File: src/rtl/core/cddc_pkg.sv
// ----------------------------------------------------------------------------
// cddc_pkg
// Shared codes, widths and constants for the CoDel dequeue drop controller.
// ----------------------------------------------------------------------------
package cddc_pkg;

	typedef logic [31:0] time_t;

	// Item widths
	localparam int unsigned TIME_W   = 32;
	localparam int unsigned QB_W     = 24;
	localparam int unsigned ECN_W    = 2;
	localparam int unsigned IN_DATA_W  = 96;
	localparam int unsigned OUT_DATA_W = 72;

	// Configuration port
	localparam int unsigned CFG_IDX_W  = 3;
	localparam int unsigned CFG_DATA_W = 32;

	localparam logic [CFG_IDX_W-1:0] REG_USE_ECN  = 3'd0;
	localparam logic [CFG_IDX_W-1:0] REG_USE_L4S  = 3'd1;
	localparam logic [CFG_IDX_W-1:0] REG_MIN_BYTES = 3'd2;
	localparam logic [CFG_IDX_W-1:0] REG_TARGET   = 3'd3;
	localparam logic [CFG_IDX_W-1:0] REG_INTERVAL = 3'd4;
	localparam logic [CFG_IDX_W-1:0] REG_CE_THRESH = 3'd5;

	// Register reset values
	localparam logic [QB_W-1:0]   MIN_BYTES_RST = 24'd1500;
	localparam time_t             TARGET_RST    = 32'd4882;
	localparam time_t             INTERVAL_RST  = 32'd97656;
	localparam time_t             CE_THRESH_RST = 32'hFFFF_FFFF;

	// Verdict codes
	localparam logic [1:0] V_DELIVER = 2'd0;
	localparam logic [1:0] V_DROP    = 2'd1;
	localparam logic [1:0] V_MARK    = 2'd2;
	localparam logic [1:0] V_NONE    = 2'd3;

	// Mark cause codes
	localparam logic [1:0] C_NONE   = 2'd0;
	localparam logic [1:0] C_TARGET = 2'd1;
	localparam logic [1:0] C_CE     = 2'd2;

	// Drop loop phase
	localparam logic [1:0] PH_NORMAL = 2'd0;
	localparam logic [1:0] PH_ENTRY  = 2'd1;
	localparam logic [1:0] PH_LOOP   = 2'd2;

	// Inverse square root, Q0.16
	localparam logic [15:0] INV_ONE = 16'hFFFF;
	// 3.0 in the Q32 Newton term
	localparam logic [63:0] NEWTON_THREE = 64'h0000_0003_0000_0000;

endpackage

File: src/rtl/core/codel_dequeue_drop_controller_core.sv
// ----------------------------------------------------------------------------
// codel_dequeue_drop_controller_core
// CoDel drop/mark decision per head-of-queue packet, one shared multiplier.
// ----------------------------------------------------------------------------
//
// Channel   Dir  Handshake            Payload
// s_*       in   s_tvalid/s_tready    tuser: kind; tdata: sojourn, now, bytes, ECN
// m_*       out  m_tvalid/m_tready    tdata: verdict, cause, dropping, count, next drop
// cfg_*     in   cfg_wr_en            cfg_index, cfg_wdata (no read-back)
//
// Steps: accept, decide and output when no arithmetic is needed; a drop-loop
// item may also run the control law, a Newton step and the control law again.
// All multiplication goes through the one 32x32 multiplier: each
// product is registered and the next step uses it in the following cycle.
// Reset: arst_n clears all control state and sets registers to defaults.
// Stalls: a finished result sits in the output register; the next item is
// taken meanwhile, and the sequencer only waits if a second result is ready.
//
module codel_dequeue_drop_controller_core #(
	parameter int unsigned BYTE_COUNT_BITS = 24
) (
	input  logic                                clk,
	input  logic                                arst_n,
	// slave side
	input  logic                                s_tvalid,
	output logic                                s_tready,
	// [31:0] sojourn_time, [63:32] now_time, [87:64] queue_bytes,
	// [89:88] ecn_bits, [95:90] zero
	input  logic [cddc_pkg::IN_DATA_W-1:0]      s_tdata,
	// [0] kind
	input  logic                                s_tuser,
	// master side
	output logic                                m_tvalid,
	input  logic                                m_tready,
	// [1:0] verdict, [3:2] mark_cause, [4] in_dropping, [36:5] drop_count,
	// [68:37] next_drop_time, [71:69] zero
	output logic [cddc_pkg::OUT_DATA_W-1:0]     m_tdata,
	// configuration
	input  logic                                cfg_wr_en,
	input  logic [cddc_pkg::CFG_IDX_W-1:0]      cfg_index,
	input  logic [cddc_pkg::CFG_DATA_W-1:0]     cfg_wdata
);

	import cddc_pkg::*;

	// Byte compare width: the field is 24 bits, the mask may be narrower
	localparam int unsigned CMP_BITS = (BYTE_COUNT_BITS < QB_W) ? BYTE_COUNT_BITS : QB_W;

	// Sequencer states
	localparam logic [3:0] ST_IDLE    = 4'd0;
	localparam logic [3:0] ST_DECIDE  = 4'd1;
	localparam logic [3:0] ST_N_SQ    = 4'd2;   // r*r
	localparam logic [3:0] ST_N_MUL   = 4'd3;   // n*r^2
	localparam logic [3:0] ST_N_SUB   = 4'd4;   // 3 - n*r^2
	localparam logic [3:0] ST_N_LO    = 4'd5;   // v low word * r
	localparam logic [3:0] ST_N_HI    = 4'd6;   // v high bits * r
	localparam logic [3:0] ST_N_END   = 4'd7;   // combine, new r
	localparam logic [3:0] ST_CL_MUL  = 4'd8;   // interval * r
	localparam logic [3:0] ST_CL_ADD  = 4'd9;   // base + product
	localparam logic [3:0] ST_LOOPCHK = 4'd10;  // drop loop re-check
	localparam logic [3:0] ST_OUT     = 4'd11;

	logic [3:0] state_q;

	// configuration
	logic            use_ecn_q, use_l4s_q;
	logic [QB_W-1:0] min_bytes_q;
	time_t           target_q, interval_q, ce_thresh_q;

	// CoDel state
	logic        dropping_q;
	time_t       count_q, last_count_q;
	logic [15:0] inv_q;
	time_t       fat_q, drop_next_q, latched_q;
	logic [1:0]  phase_q;

	// captured item
	logic            kind_q;
	time_t           soj_q, now_q;
	logic [QB_W-1:0] qb_q;
	logic [ECN_W-1:0] ecn_q;

	// work registers
	logic [1:0]  verdict_q, cause_q;
	time_t       cl_base_q;
	logic        nw_cl_q;    // run control law after the Newton step
	logic        cl_chk_q;   // re-check the loop after the control law
	logic [63:0] prod_q;
	logic [46:0] v_q;
	logic [47:0] acc_q;

	// output register
	logic                  m_valid_q;
	logic [OUT_DATA_W-1:0] m_data_q;

	// ------------------------------------------------------------------
	// Decision logic
	// ------------------------------------------------------------------
	logic [1:0] ph;
	time_t      t_sel, fat_sum, diff_st, diff_tf, diff_nd, diff_ce, diff_ld;
	time_t      delta, int16, diff_win, fat_new;
	logic       below, ok, markable, mark_en, now_ge_next, lat_ge_next;
	logic       delta_ok, ce_hit, l4s_byp;
	logic [1:0] fin_v, fin_c;

	assign ph = (phase_q == PH_ENTRY || phase_q == PH_LOOP) ? phase_q : PH_NORMAL;
	// the continuing packets of a drop are judged at the latched drop time
	assign t_sel = (ph == PH_NORMAL) ? now_q : latched_q;

	assign diff_st = soj_q - target_q;
	assign below   = diff_st[31]
		|| (qb_q[CMP_BITS-1:0] < min_bytes_q[CMP_BITS-1:0]);
	assign fat_sum = t_sel + interval_q;
	assign diff_tf = t_sel - fat_q;
	assign ok      = !below && (fat_q != '0) && (diff_tf != '0) && !diff_tf[31];
	assign fat_new = below ? '0 : ((fat_q == '0) ? fat_sum : fat_q);

	assign markable = (ecn_q != '0);
	assign mark_en  = use_ecn_q && markable;

	assign diff_nd     = now_q - drop_next_q;
	assign now_ge_next = !diff_nd[31];
	assign diff_ld     = latched_q - drop_next_q;
	assign lat_ge_next = !diff_ld[31];

	// re-entry shortly after leaving: resume from the count difference
	assign delta    = count_q - last_count_q;
	assign int16    = {interval_q[27:0], 4'b0000};
	assign diff_win = diff_nd - int16;
	assign delta_ok = (delta > 32'd1) && !delta[31] && diff_win[31];

	assign diff_ce = soj_q - ce_thresh_q;
	assign ce_hit  = (diff_ce != '0) && !diff_ce[31];
	// ECT1 and CE bypass CoDel in L4S mode
	assign l4s_byp = use_l4s_q && ecn_q[0];

	// default verdict when the packet is simply delivered
	assign fin_v = (!use_l4s_q && mark_en && ce_hit) ? V_MARK : V_DELIVER;
	assign fin_c = (!use_l4s_q && mark_en && ce_hit) ? C_CE : C_NONE;

	// ------------------------------------------------------------------
	// Shared multiplier
	// ------------------------------------------------------------------
	time_t       mul_a, mul_b;
	logic [63:0] mul_p, w_sub;
	logic [15:0] nw_hi, nw_res;

	always_comb begin
		case (state_q)
			ST_N_SQ: begin
				mul_a = {16'b0, inv_q};
				mul_b = {16'b0, inv_q};
			end
			ST_N_MUL: begin
				mul_a = count_q;
				mul_b = prod_q[31:0];
			end
			ST_N_LO: begin
				mul_a = v_q[31:0];
				mul_b = {16'b0, inv_q};
			end
			ST_N_HI: begin
				mul_a = {17'b0, v_q[46:32]};
				mul_b = {16'b0, inv_q};
			end
			default: begin
				mul_a = interval_q;
				mul_b = {16'b0, inv_q};
			end
		endcase
	end

	assign mul_p = {32'b0, mul_a} * {32'b0, mul_b};
	assign w_sub = NEWTON_THREE - prod_q;
	// new r is bits 46:31 of v*r, built from the two partial products
	assign nw_hi  = acc_q[47:32] + prod_q[15:0];
	assign nw_res = {nw_hi[14:0], acc_q[31]};

	// ------------------------------------------------------------------
	// Control and state
	// ------------------------------------------------------------------
	always_ff @(posedge clk or negedge arst_n) begin
		if (!arst_n) begin
			state_q      <= ST_IDLE;
			use_ecn_q    <= 1'b0;
			use_l4s_q    <= 1'b0;
			min_bytes_q  <= MIN_BYTES_RST;
			target_q     <= TARGET_RST;
			interval_q   <= INTERVAL_RST;
			ce_thresh_q  <= CE_THRESH_RST;
			dropping_q   <= 1'b0;
			count_q      <= '0;
			last_count_q <= '0;
			inv_q        <= INV_ONE;
			fat_q        <= '0;
			drop_next_q  <= '0;
			latched_q    <= '0;
			phase_q      <= PH_NORMAL;
			verdict_q    <= V_DELIVER;
			cause_q      <= C_NONE;
			cl_base_q    <= '0;
			nw_cl_q      <= 1'b0;
			cl_chk_q     <= 1'b0;
			m_valid_q    <= 1'b0;
		end else begin
			if (cfg_wr_en) begin
				case (cfg_index)
					REG_USE_ECN:   use_ecn_q   <= cfg_wdata[0];
					REG_USE_L4S:   use_l4s_q   <= cfg_wdata[0];
					REG_MIN_BYTES: min_bytes_q <= cfg_wdata[QB_W-1:0];
					REG_TARGET:    target_q    <= cfg_wdata;
					REG_INTERVAL:  interval_q  <= cfg_wdata;
					REG_CE_THRESH: ce_thresh_q <= cfg_wdata;
					default: ;
				endcase
			end

			// load a finished result, or free the register once taken
			if (state_q == ST_OUT && (!m_valid_q || m_tready)) begin
				m_valid_q <= 1'b1;
			end else if (m_valid_q && m_tready) begin
				m_valid_q <= 1'b0;
			end

			case (state_q)
				ST_IDLE: begin
					if (s_tvalid) begin
						state_q <= ST_DECIDE;
					end
				end

				ST_DECIDE: begin
					phase_q   <= PH_NORMAL;
					verdict_q <= fin_v;
					cause_q   <= fin_c;
					state_q   <= ST_OUT;
					if (kind_q) begin
						// queue empty
						verdict_q <= V_NONE;
						cause_q   <= C_NONE;
						if (ph == PH_NORMAL) begin
							dropping_q <= 1'b0;
						end else begin
							fat_q <= '0;
							if (ph == PH_LOOP) begin
								dropping_q <= 1'b0;
							end
						end
					end else if (ph == PH_ENTRY) begin
						fat_q <= fat_new;
					end else if (ph == PH_LOOP) begin
						fat_q <= fat_new;
						if (!ok) begin
							dropping_q <= 1'b0;
						end else begin
							// advance the schedule, then re-check
							cl_base_q <= drop_next_q;
							cl_chk_q  <= 1'b1;
							state_q   <= ST_CL_MUL;
						end
					end else if (l4s_byp) begin
						verdict_q <= ce_hit ? V_MARK : V_DELIVER;
						cause_q   <= ce_hit ? C_CE : C_NONE;
					end else begin
						fat_q <= fat_new;
						if (dropping_q) begin
							if (!ok) begin
								dropping_q <= 1'b0;
							end else if (now_ge_next) begin
								// drop loop pass at now
								count_q   <= count_q + 32'd1;
								cl_base_q <= now_q;
								cl_chk_q  <= 1'b0;
								nw_cl_q   <= mark_en;
								state_q   <= ST_N_SQ;
								if (mark_en) begin
									verdict_q <= V_MARK;
									cause_q   <= C_TARGET;
								end else begin
									verdict_q <= V_DROP;
									cause_q   <= C_NONE;
									phase_q   <= PH_LOOP;
									latched_q <= now_q;
								end
							end
						end else if (ok) begin
							// enter dropping state
							dropping_q <= 1'b1;
							cl_base_q  <= now_q;
							cl_chk_q   <= 1'b0;
							nw_cl_q    <= 1'b1;
							if (mark_en) begin
								verdict_q <= V_MARK;
								cause_q   <= C_TARGET;
							end else begin
								verdict_q <= V_DROP;
								cause_q   <= C_NONE;
								phase_q   <= PH_ENTRY;
								latched_q <= now_q;
							end
							if (delta_ok) begin
								count_q      <= delta;
								last_count_q <= delta;
								state_q      <= ST_N_SQ;
							end else begin
								count_q      <= 32'd1;
								last_count_q <= 32'd1;
								inv_q        <= INV_ONE;
								state_q      <= ST_CL_MUL;
							end
						end
					end
				end

				ST_N_SQ:  state_q <= ST_N_MUL;
				ST_N_MUL: state_q <= ST_N_SUB;
				ST_N_SUB: state_q <= ST_N_LO;
				ST_N_LO:  state_q <= ST_N_HI;
				ST_N_HI:  state_q <= ST_N_END;

				ST_N_END: begin
					inv_q   <= nw_res;
					state_q <= nw_cl_q ? ST_CL_MUL : ST_OUT;
				end

				ST_CL_MUL: state_q <= ST_CL_ADD;

				ST_CL_ADD: begin
					drop_next_q <= cl_base_q + prod_q[47:16];
					state_q     <= cl_chk_q ? ST_LOOPCHK : ST_OUT;
				end

				ST_LOOPCHK: begin
					state_q <= ST_OUT;
					if (dropping_q && lat_ge_next) begin
						// drop loop pass at the latched time
						count_q   <= count_q + 32'd1;
						cl_base_q <= latched_q;
						cl_chk_q  <= 1'b0;
						nw_cl_q   <= mark_en;
						state_q   <= ST_N_SQ;
						if (mark_en) begin
							verdict_q <= V_MARK;
							cause_q   <= C_TARGET;
						end else begin
							verdict_q <= V_DROP;
							cause_q   <= C_NONE;
							phase_q   <= PH_LOOP;
						end
					end
				end

				ST_OUT: begin
					if (!m_valid_q || m_tready) begin
						state_q <= ST_IDLE;
					end
				end

				default: state_q <= ST_IDLE;
			endcase
		end
	end

	// ------------------------------------------------------------------
	// Datapath registers
	// ------------------------------------------------------------------
	always_ff @(posedge clk) begin
		if (s_tvalid && s_tready) begin
			kind_q <= s_tuser;
			soj_q  <= s_tdata[31:0];
			now_q  <= s_tdata[63:32];
			qb_q   <= s_tdata[87:64];
			ecn_q  <= s_tdata[89:88];
		end
		prod_q <= mul_p;
		if (state_q == ST_N_SUB) begin
			v_q <= w_sub[48:2];
		end
		if (state_q == ST_N_HI) begin
			acc_q <= prod_q[47:0];
		end
		if (state_q == ST_OUT && (!m_valid_q || m_tready)) begin
			m_data_q <= {3'b000, drop_next_q, count_q, dropping_q, cause_q, verdict_q};
		end
	end

	assign s_tready = (state_q == ST_IDLE);
	assign m_tvalid = m_valid_q;
	assign m_tdata  = m_data_q;

	// ------------------------------------------------------------------
	// Assertions
	// ------------------------------------------------------------------
	logic [1:0] out_verdict, out_cause;
	assign out_verdict = m_data_q[1:0];
	assign out_cause   = m_data_q[3:2];

	// the drop loop only continues while in dropping state
	a_phase_dropping: assert property (@(posedge clk) disable iff (!arst_n)
		(phase_q != PH_NORMAL) |-> dropping_q)
		else $error("drop loop phase set outside dropping state");

	// a cause is only reported with a mark verdict
	a_cause_mark: assert property (@(posedge clk) disable iff (!arst_n)
		(m_valid_q && out_cause != C_NONE) |-> (out_verdict == V_MARK))
		else $error("mark cause without CE mark verdict");

	// a new result never overwrites one still waiting
	a_no_overrun: assert property (@(posedge clk) disable iff (!arst_n)
		(m_valid_q && !m_tready && state_q == ST_OUT) |=> (state_q == ST_OUT))
		else $error("result register overwritten");

	// drop_next only changes at the end of a control law pass
	a_next_update: assert property (@(posedge clk) disable iff (!arst_n)
		!$stable(drop_next_q) |-> ($past(state_q) == ST_CL_ADD))
		else $error("next drop time changed outside control law");

endmodule

File: config.mk
export PLATFORM = sky130hd
export DESIGN_NAME = codel_dequeue_drop_controller_core
export DESIGN_NICKNAME = d
export VERILOG_FILES = /design/src/rtl/core/cddc_pkg.sv /design/src/rtl/core/codel_dequeue_drop_controller_core.sv
export SDC_FILE = /design/constraint.sdc
export NUM_CORES = 2
export LEC_CHECK = 0
export BUFFER_PORTS_ARGS = -buffer_cell sky130_fd_sc_hd__buf_2
export CAP_MARGIN = 25
export CORE_MARGIN = 2
export CORE_UTILIZATION = 60
export DETAILED_ROUTE_END_ITERATION = 16
export MAX_ROUTING_LAYER = met4
export PLACE_DENSITY = 0.77
export SETUP_SLACK_MARGIN = 0.3
export SYNTH_ARGS = -nofsm -noshare
export SYNTH_HDL_FRONTEND = slang
export SYNTH_SLANG_ARGS = --single-unit
File: constraint.sdc
create_clock -name clk -period 15 [get_ports clk]
set_clock_uncertainty 0.1 [all_clocks]
set_input_delay 3.75 -clock clk [delete_from_list [all_inputs] [get_ports clk]]
set_output_delay 3.75 -clock clk [all_outputs]
set_load 0.05 [all_outputs]
## Word level (Yosys, flattened, before mapping)

Index checks and enable logic that the tools add are counted.

| cells by class | value |
|---|---|
| $add $sub $neg | 12 |
| shift operators | 0 |
| magnitude comparators | 2 |
| reduce and logical (&&, ||, !) cells | 51 |
| equality and inequality tests | 43 |
| muxes and demuxes | 129 |
| multipliers | 1 |
| bitwise operators | 5 |
| divide/modulo/power cells | 0 |

Operators by type and width:

| kind | count |
|---|---|
| 2-to-1 mux 32 bit | 34 |
| subtractor 32 bit | 7 |
| case mux 32 bit (2 select lines) | 2 |
| case mux 32 bit (4 select lines) | 1 |
| 2-to-1 mux 16 bit | 7 |
| nonzero test 32 bit | 3 |
| 2-to-1 mux 2 bit | 34 |
| adder 32 bit | 2 |
| multiplier 32 x 32 -> 49 bit | 1 |
| subtractor 34 x 49 -> 49 bit (first input constant) | 1 |
| 2-to-1 mux 4 bit | 12 |
| case mux 4 bit (12 select lines) | 1 |
| adder 32 x 1 -> 32 bit (second input constant) | 1 |
| > comparator 32 x 1 -> 1 bit (second input constant) | 1 |
| zero test 32 bit | 1 |
| 2-to-1 mux 1 bit | 32 |
| case mux 16 bit (2 select lines) | 1 |
| != test 2 bit (second input constant) | 14 |
| less-than comparator 24 bit | 1 |
| AND reduction 8 bit | 3 |
| == test 4 x 3 -> 1 bit (second input constant) | 4 |
| == test 4 bit (second input constant) | 4 |
| AND reduction 2 bit | 8 |
| adder 15 bit | 1 |
| 25 further kinds | 67 |

| word-level totals | value |
|---|---|
| bits in read-only memories | 0 |
| memories kept | 0 |
| register bits after elaboration | 647 |
| RAM bits | 0 |
| logic and storage cells | 273 |
| bits in latches | 0 |
| output and inout bits | 74 |

## Logic depth before layout (Yosys ltp)

| logic depth | value |
|---|---|
| word-level depth | 16 |
| gate-level depth with buffers | 39 |

## Worst setup path before layout

No wires, ideal clock.

| timing | value |
|---|---|
| kind | register to register |
| start | reg state_q[1] |
| end | reg prod_q[48] |
| library setup time | 72 ps |
| stages on the path, launching flop included | 36 |
| required time | 14,828 ps |
| path buffers | 7 |
| arrival time | 10,159 ps |
| setup slack | 4,669 ps |
| path through | dfrtp_1 clkbuf_1 nand2_1 nor3_1 clkbuf_1 buf_1 buf_1 clkbuf_1 clkbuf_1 mux2i_1 clkbuf_1 nor2_1 fa_1 inv_1 fa_1 fa_1 fa_1 inv_1 ha_1 ha_1 fa_1 fa_1 ha_1 a21o_1 a2111oi_0 inv_1 o21ai_0 o21a_1 a2111oi_0 a211o_1 a211oi_1 o21ai_0 a21oi_1 o21ai_0 a311oi_1 xnor2_1 |

| on the way | value |
|---|---|
| cells in the longest elaborated chain, start to end | 3 |
| elaborated cells on any way between the ends | 7 |
| classes of those cells | 1 x mul; 4 x eq/ne; 2 x mux |

Ends and longest elaborated chain:

| element | RTL line | source |
|---|---|---|
| start: declaration | codel_dequeue_drop_controller_core.sv:63 | `logic [3:0] state_q;` |
| start signal: assignment | codel_dequeue_drop_controller_core.sv:323 | `state_q <= nw_cl_q ? ST_CL_MUL : ST_OUT;` |
| start signal: assignment | codel_dequeue_drop_controller_core.sv:330 | `state_q <= cl_chk_q ? ST_LOOPCHK : ST_OUT;` |
| == test 4 x 3 -> 1 bit / == test 4 x 2 -> 1 bit (equally long branches) | codel_dequeue_drop_controller_core.sv:149 | `case (state_q)` |
| case mux 32 bit (4 select lines) / 2-to-1 mux 32 bit (equally long branches) | codel_dequeue_drop_controller_core.sv:149 |  |
| multiplier 32 x 32 -> 49 bit (*) | codel_dequeue_drop_controller_core.sv:173 | `assign mul_p = {32'b0, mul_a} * {32'b0, mul_b};` |
| net mul_p[48] | codel_dequeue_drop_controller_core.sv:145 | `logic [63:0] mul_p, w_sub;` |
| end signal: assignment | codel_dequeue_drop_controller_core.sv:375 | `prod_q <= mul_p;` |
| end: declaration | codel_dequeue_drop_controller_core.sv:88 | `logic [63:0] prod_q;` |

The timed path passes the listed nets; every way through them passes the cells marked *.
A chain may end at the register's enable or synchronous reset.

## Worst setup path after layout

| timing | value |
|---|---|
| start | reg state_q[0] |
| end | reg prod_q[48] |

Same word-level chain as after synthesis.

==> metrics.csv <==
stage;metric;value;unit
clock_tree;root_buffer;clkbuf_16;
clock_tree;cts.path.max_buffers;3;
global_routing;grt_pass1_wl;317;mm
synth;synth_cell_type_count;92;
routing;drt_pass1_iterations;8;
placement;place.gp.congestion;1.03;
synth;synth_flop_cell;dfrtp_1;
floorplan;die_w;333;microns
sta;relSlewSlack;0.184;
sta;report.final.slew_viol_count;0;
setup_path;required;15.38;ns
layout;layout-drive-gt1-share;0.103;
floorplan;core;107000;sq um
global_routing;grt_pass1_vias;53101;
floorplan;rows;120;
layout;fillers;8712;
setup_path;critPathMaxFanout;54;
clock_tree;cts_buffers;68;
clock_tree;cts_resized;0;
global_routing;grtUsageTotal;0.392;
clock_tree;clk_pin_slew;0.06;ns
sta;period_minus_slack;11.40;ns
routing;wl_per_cell;24.5;microns
setup_path;worst_ep_arrival_time;11.79;ns
synth;synth_most_common_cell;inv_1;
sta;whs;0.368;ns
setup_path;cpPeakStageDelay;1.02;ns
sta;period_share;0.760;
routing;final_antenna_net_count;0;
clock_tree;cts_setup_buffers;0;
synth;syn_area;64900;sq um
floorplan;pin_count;211;
floorplan;fp.dieH;333;microns
synth;syn_inst;6960;
clock_tree;clock-sinks;616;
synth;ys_seq_elements;616;
sta;final-setup-viol-count;0;
synth;ys_seq_area_frac;0.252;
global_routing;grt_max_degree;111;
setup_path;cp_slowest_cell;a2111oi_0;
global_routing;grt_antenna_before_repair;14;
job;cap_violations;0;
clock_tree;cts_max_level;3;
routing;route.vias.total;52711;
routing;drt_iter0_drc;5681;
synth;synth.top_cells.by_area;fa_1, dfrtp_1, edfxtp_1;
outcome;status;finished, final reports clean;
clock_tree;cts_tree;yes;
floorplan;die_area;111000;sq um
routing;drc;0;
global_routing;globalRoute.totalOverflow;0;
layout;fin_util;0.650;
synth;ys_top_cells_by_count;inv_1, fa_1, nand2_1;
setup_path;regToRegSetupSlack;3.60;ns
sta;setup_tns;0;ns
sta;max_freq;0.0877;GHz
layout;nNetsFinal;8467;
setup_path;cp_common_cell;fa_1;
placement;dp_hpwl;163;mm
sta;worst_pin_slew;1.19;ns
sta;hold_viol;0;
setup_path;path_buf_inv;5;
synth;synthArstFlopShare;0.558;
floorplan;start_util;0.605;
synth;yosys.area.top_type;fa_1;
clock_tree;postCtsHoldBufs;0;
sta;rsz0062_at_grt;false;
setup_path;setup.worst_path.start_class;flop;
setup_path;critPathTopFamily;adder cells;
setup_path;critPathKind;reg -> reg;
routing;routed_wl;208;mm
synth;yosysTopAreaCellShare;0.247;
synth;syn_avg_cell_area;9.32;sq um
clock_tree;clock_latency;0.65;ns
layout;area_delta_synth_final;7.45;%
setup_path;end_kind;flop;
placement;port_buffers;201;
synth;ys_warn_count;0;
hold_path;hold_path_class;reg -> reg;
routing;viasPerCell;6.20;
synth;synth-edff-count;223;
## worst paths after layout
check | start | end | cells past startpoint
worst max-delay path | state_q[0]$_DFFE_PN0P_ | prod_q[48]$_DFF_P_ | 31
worst min-delay path | cause_q[0]$_DFFE_PN0P_ | m_tdata[2]$_DFFE_PP_ | 0
worst max register to register | state_q[0]$_DFFE_PN0P_ | prod_q[48]$_DFF_P_ | 31
worst min register to register | cause_q[0]$_DFFE_PN0P_ | m_tdata[2]$_DFFE_PP_ | 0
max in group asynchronous | arst_n | count_q[13]$_DFFE_PN0P_ | 3
min in group asynchronous | arst_n | target_q[24]$_DFFE_PN0P_ | 1
## cell families after synthesis
logic type	after synthesis	share of synthesized area
and+or+nand+nor	2095	0.142
buffers and inverters	1337	0.0778
adders and majority gates	1292	0.342
AOI/OAI and AO/OA	1114	0.109
DFF	616	0.252
muxes	256	0.0431
xor gates and xnor gates	249	0.0338
other	1	0.0000578
## sequential cells by signal, summed over array words and instances, names as in the netlist, 2 cells and up
register / flops
now_q: 32
count_q: 32
qb_q: 24
last_count_q: 32
ecn_q: 2
latched_q: 32
verdict_q: 2
acc_q: 16
cause_q: 2
inv_q: 16
min_bytes_q: 24
drop_next_q: 32
m_tdata: 69
cl_base_q: 32
target_q: 32
state_q: 4
soj_q: 32
prod_q: 49
fat_q: 32
v_q: 47
interval_q: 32
ce_thresh_q: 32
phase_q: 2
## layer usage
layer | GRT usage | wire [microns] | up-vias
met3 | 0.0974 | 22700 | 736
met1 | 0.495 | 79100 | 26099
met2 | 0.579 | 91800 | 2928
li1 | - | - | 22948
met5 | - | 0 | -
met4 | 0.222 | 14900 | 0
## layout make-up
type	count	area (sq um)	area share
repair buffers	300	1810	0.0259
multi-input cells	5009	43600	0.625
clock buffers	93	1880	0.0269
well taps	1403	1760	0.0252
diodes	11	27.5	0.000395
flip-flops and latches	616	16400	0.235
inverters	1043	3920	0.0561
clock inverters	33	362	0.00519
## placed cells by master, fill, tap and decap left out, drive strengths merged, types with 33 or more instances in the layout
cell type / synthesis / final
ha: 492 / 492
fa: 800 / 800
o21a: 62 / 62
nand2: 792 / 792
nor2b: 45 / 45
nor2: 744 / 744
nand4: 46 / 46
dfxtp: 49 / 49
mux2i: 69 / 69
nor3: 84 / 84
dfrtp: 273 / 273
a31oi: 39 / 39
and2: 59 / 59
edfxtp: 223 / 223
clkbuf: 268 / 93
a21o: 103 / 103
and3: 42 / 42
a22oi: 54 / 54
buf: 26 / 300
xnor2: 163 / 163
nand2b: 62 / 62
inv: 1043 / 1048
o21ai: 304 / 304
dfstp: 71 / 71
o211ai: 33 / 33
nand3: 97 / 97
mux2: 187 / 187
xor2: 85 / 85
a21oi: 280 / 280
## stage by stage
step / cells / setup slack, ns / cell area (sq um)
2_1_floorplan: 6962 / 4.67 / 64900
3_3_place_gp: 8366 / 4.15 / 67400
3_5_place_dp: 8370 / 3.97 / 67400
4_1_cts: 8496 / 3.92 / 69700
5_1_grt: 8507 / 3.27 / 69700
6_report: 8508 / 3.60 / 69700
Power is left out: the tool's default activity adds up to more than one toggle a clock period on the data nets, which glitch-free logic cannot reach.
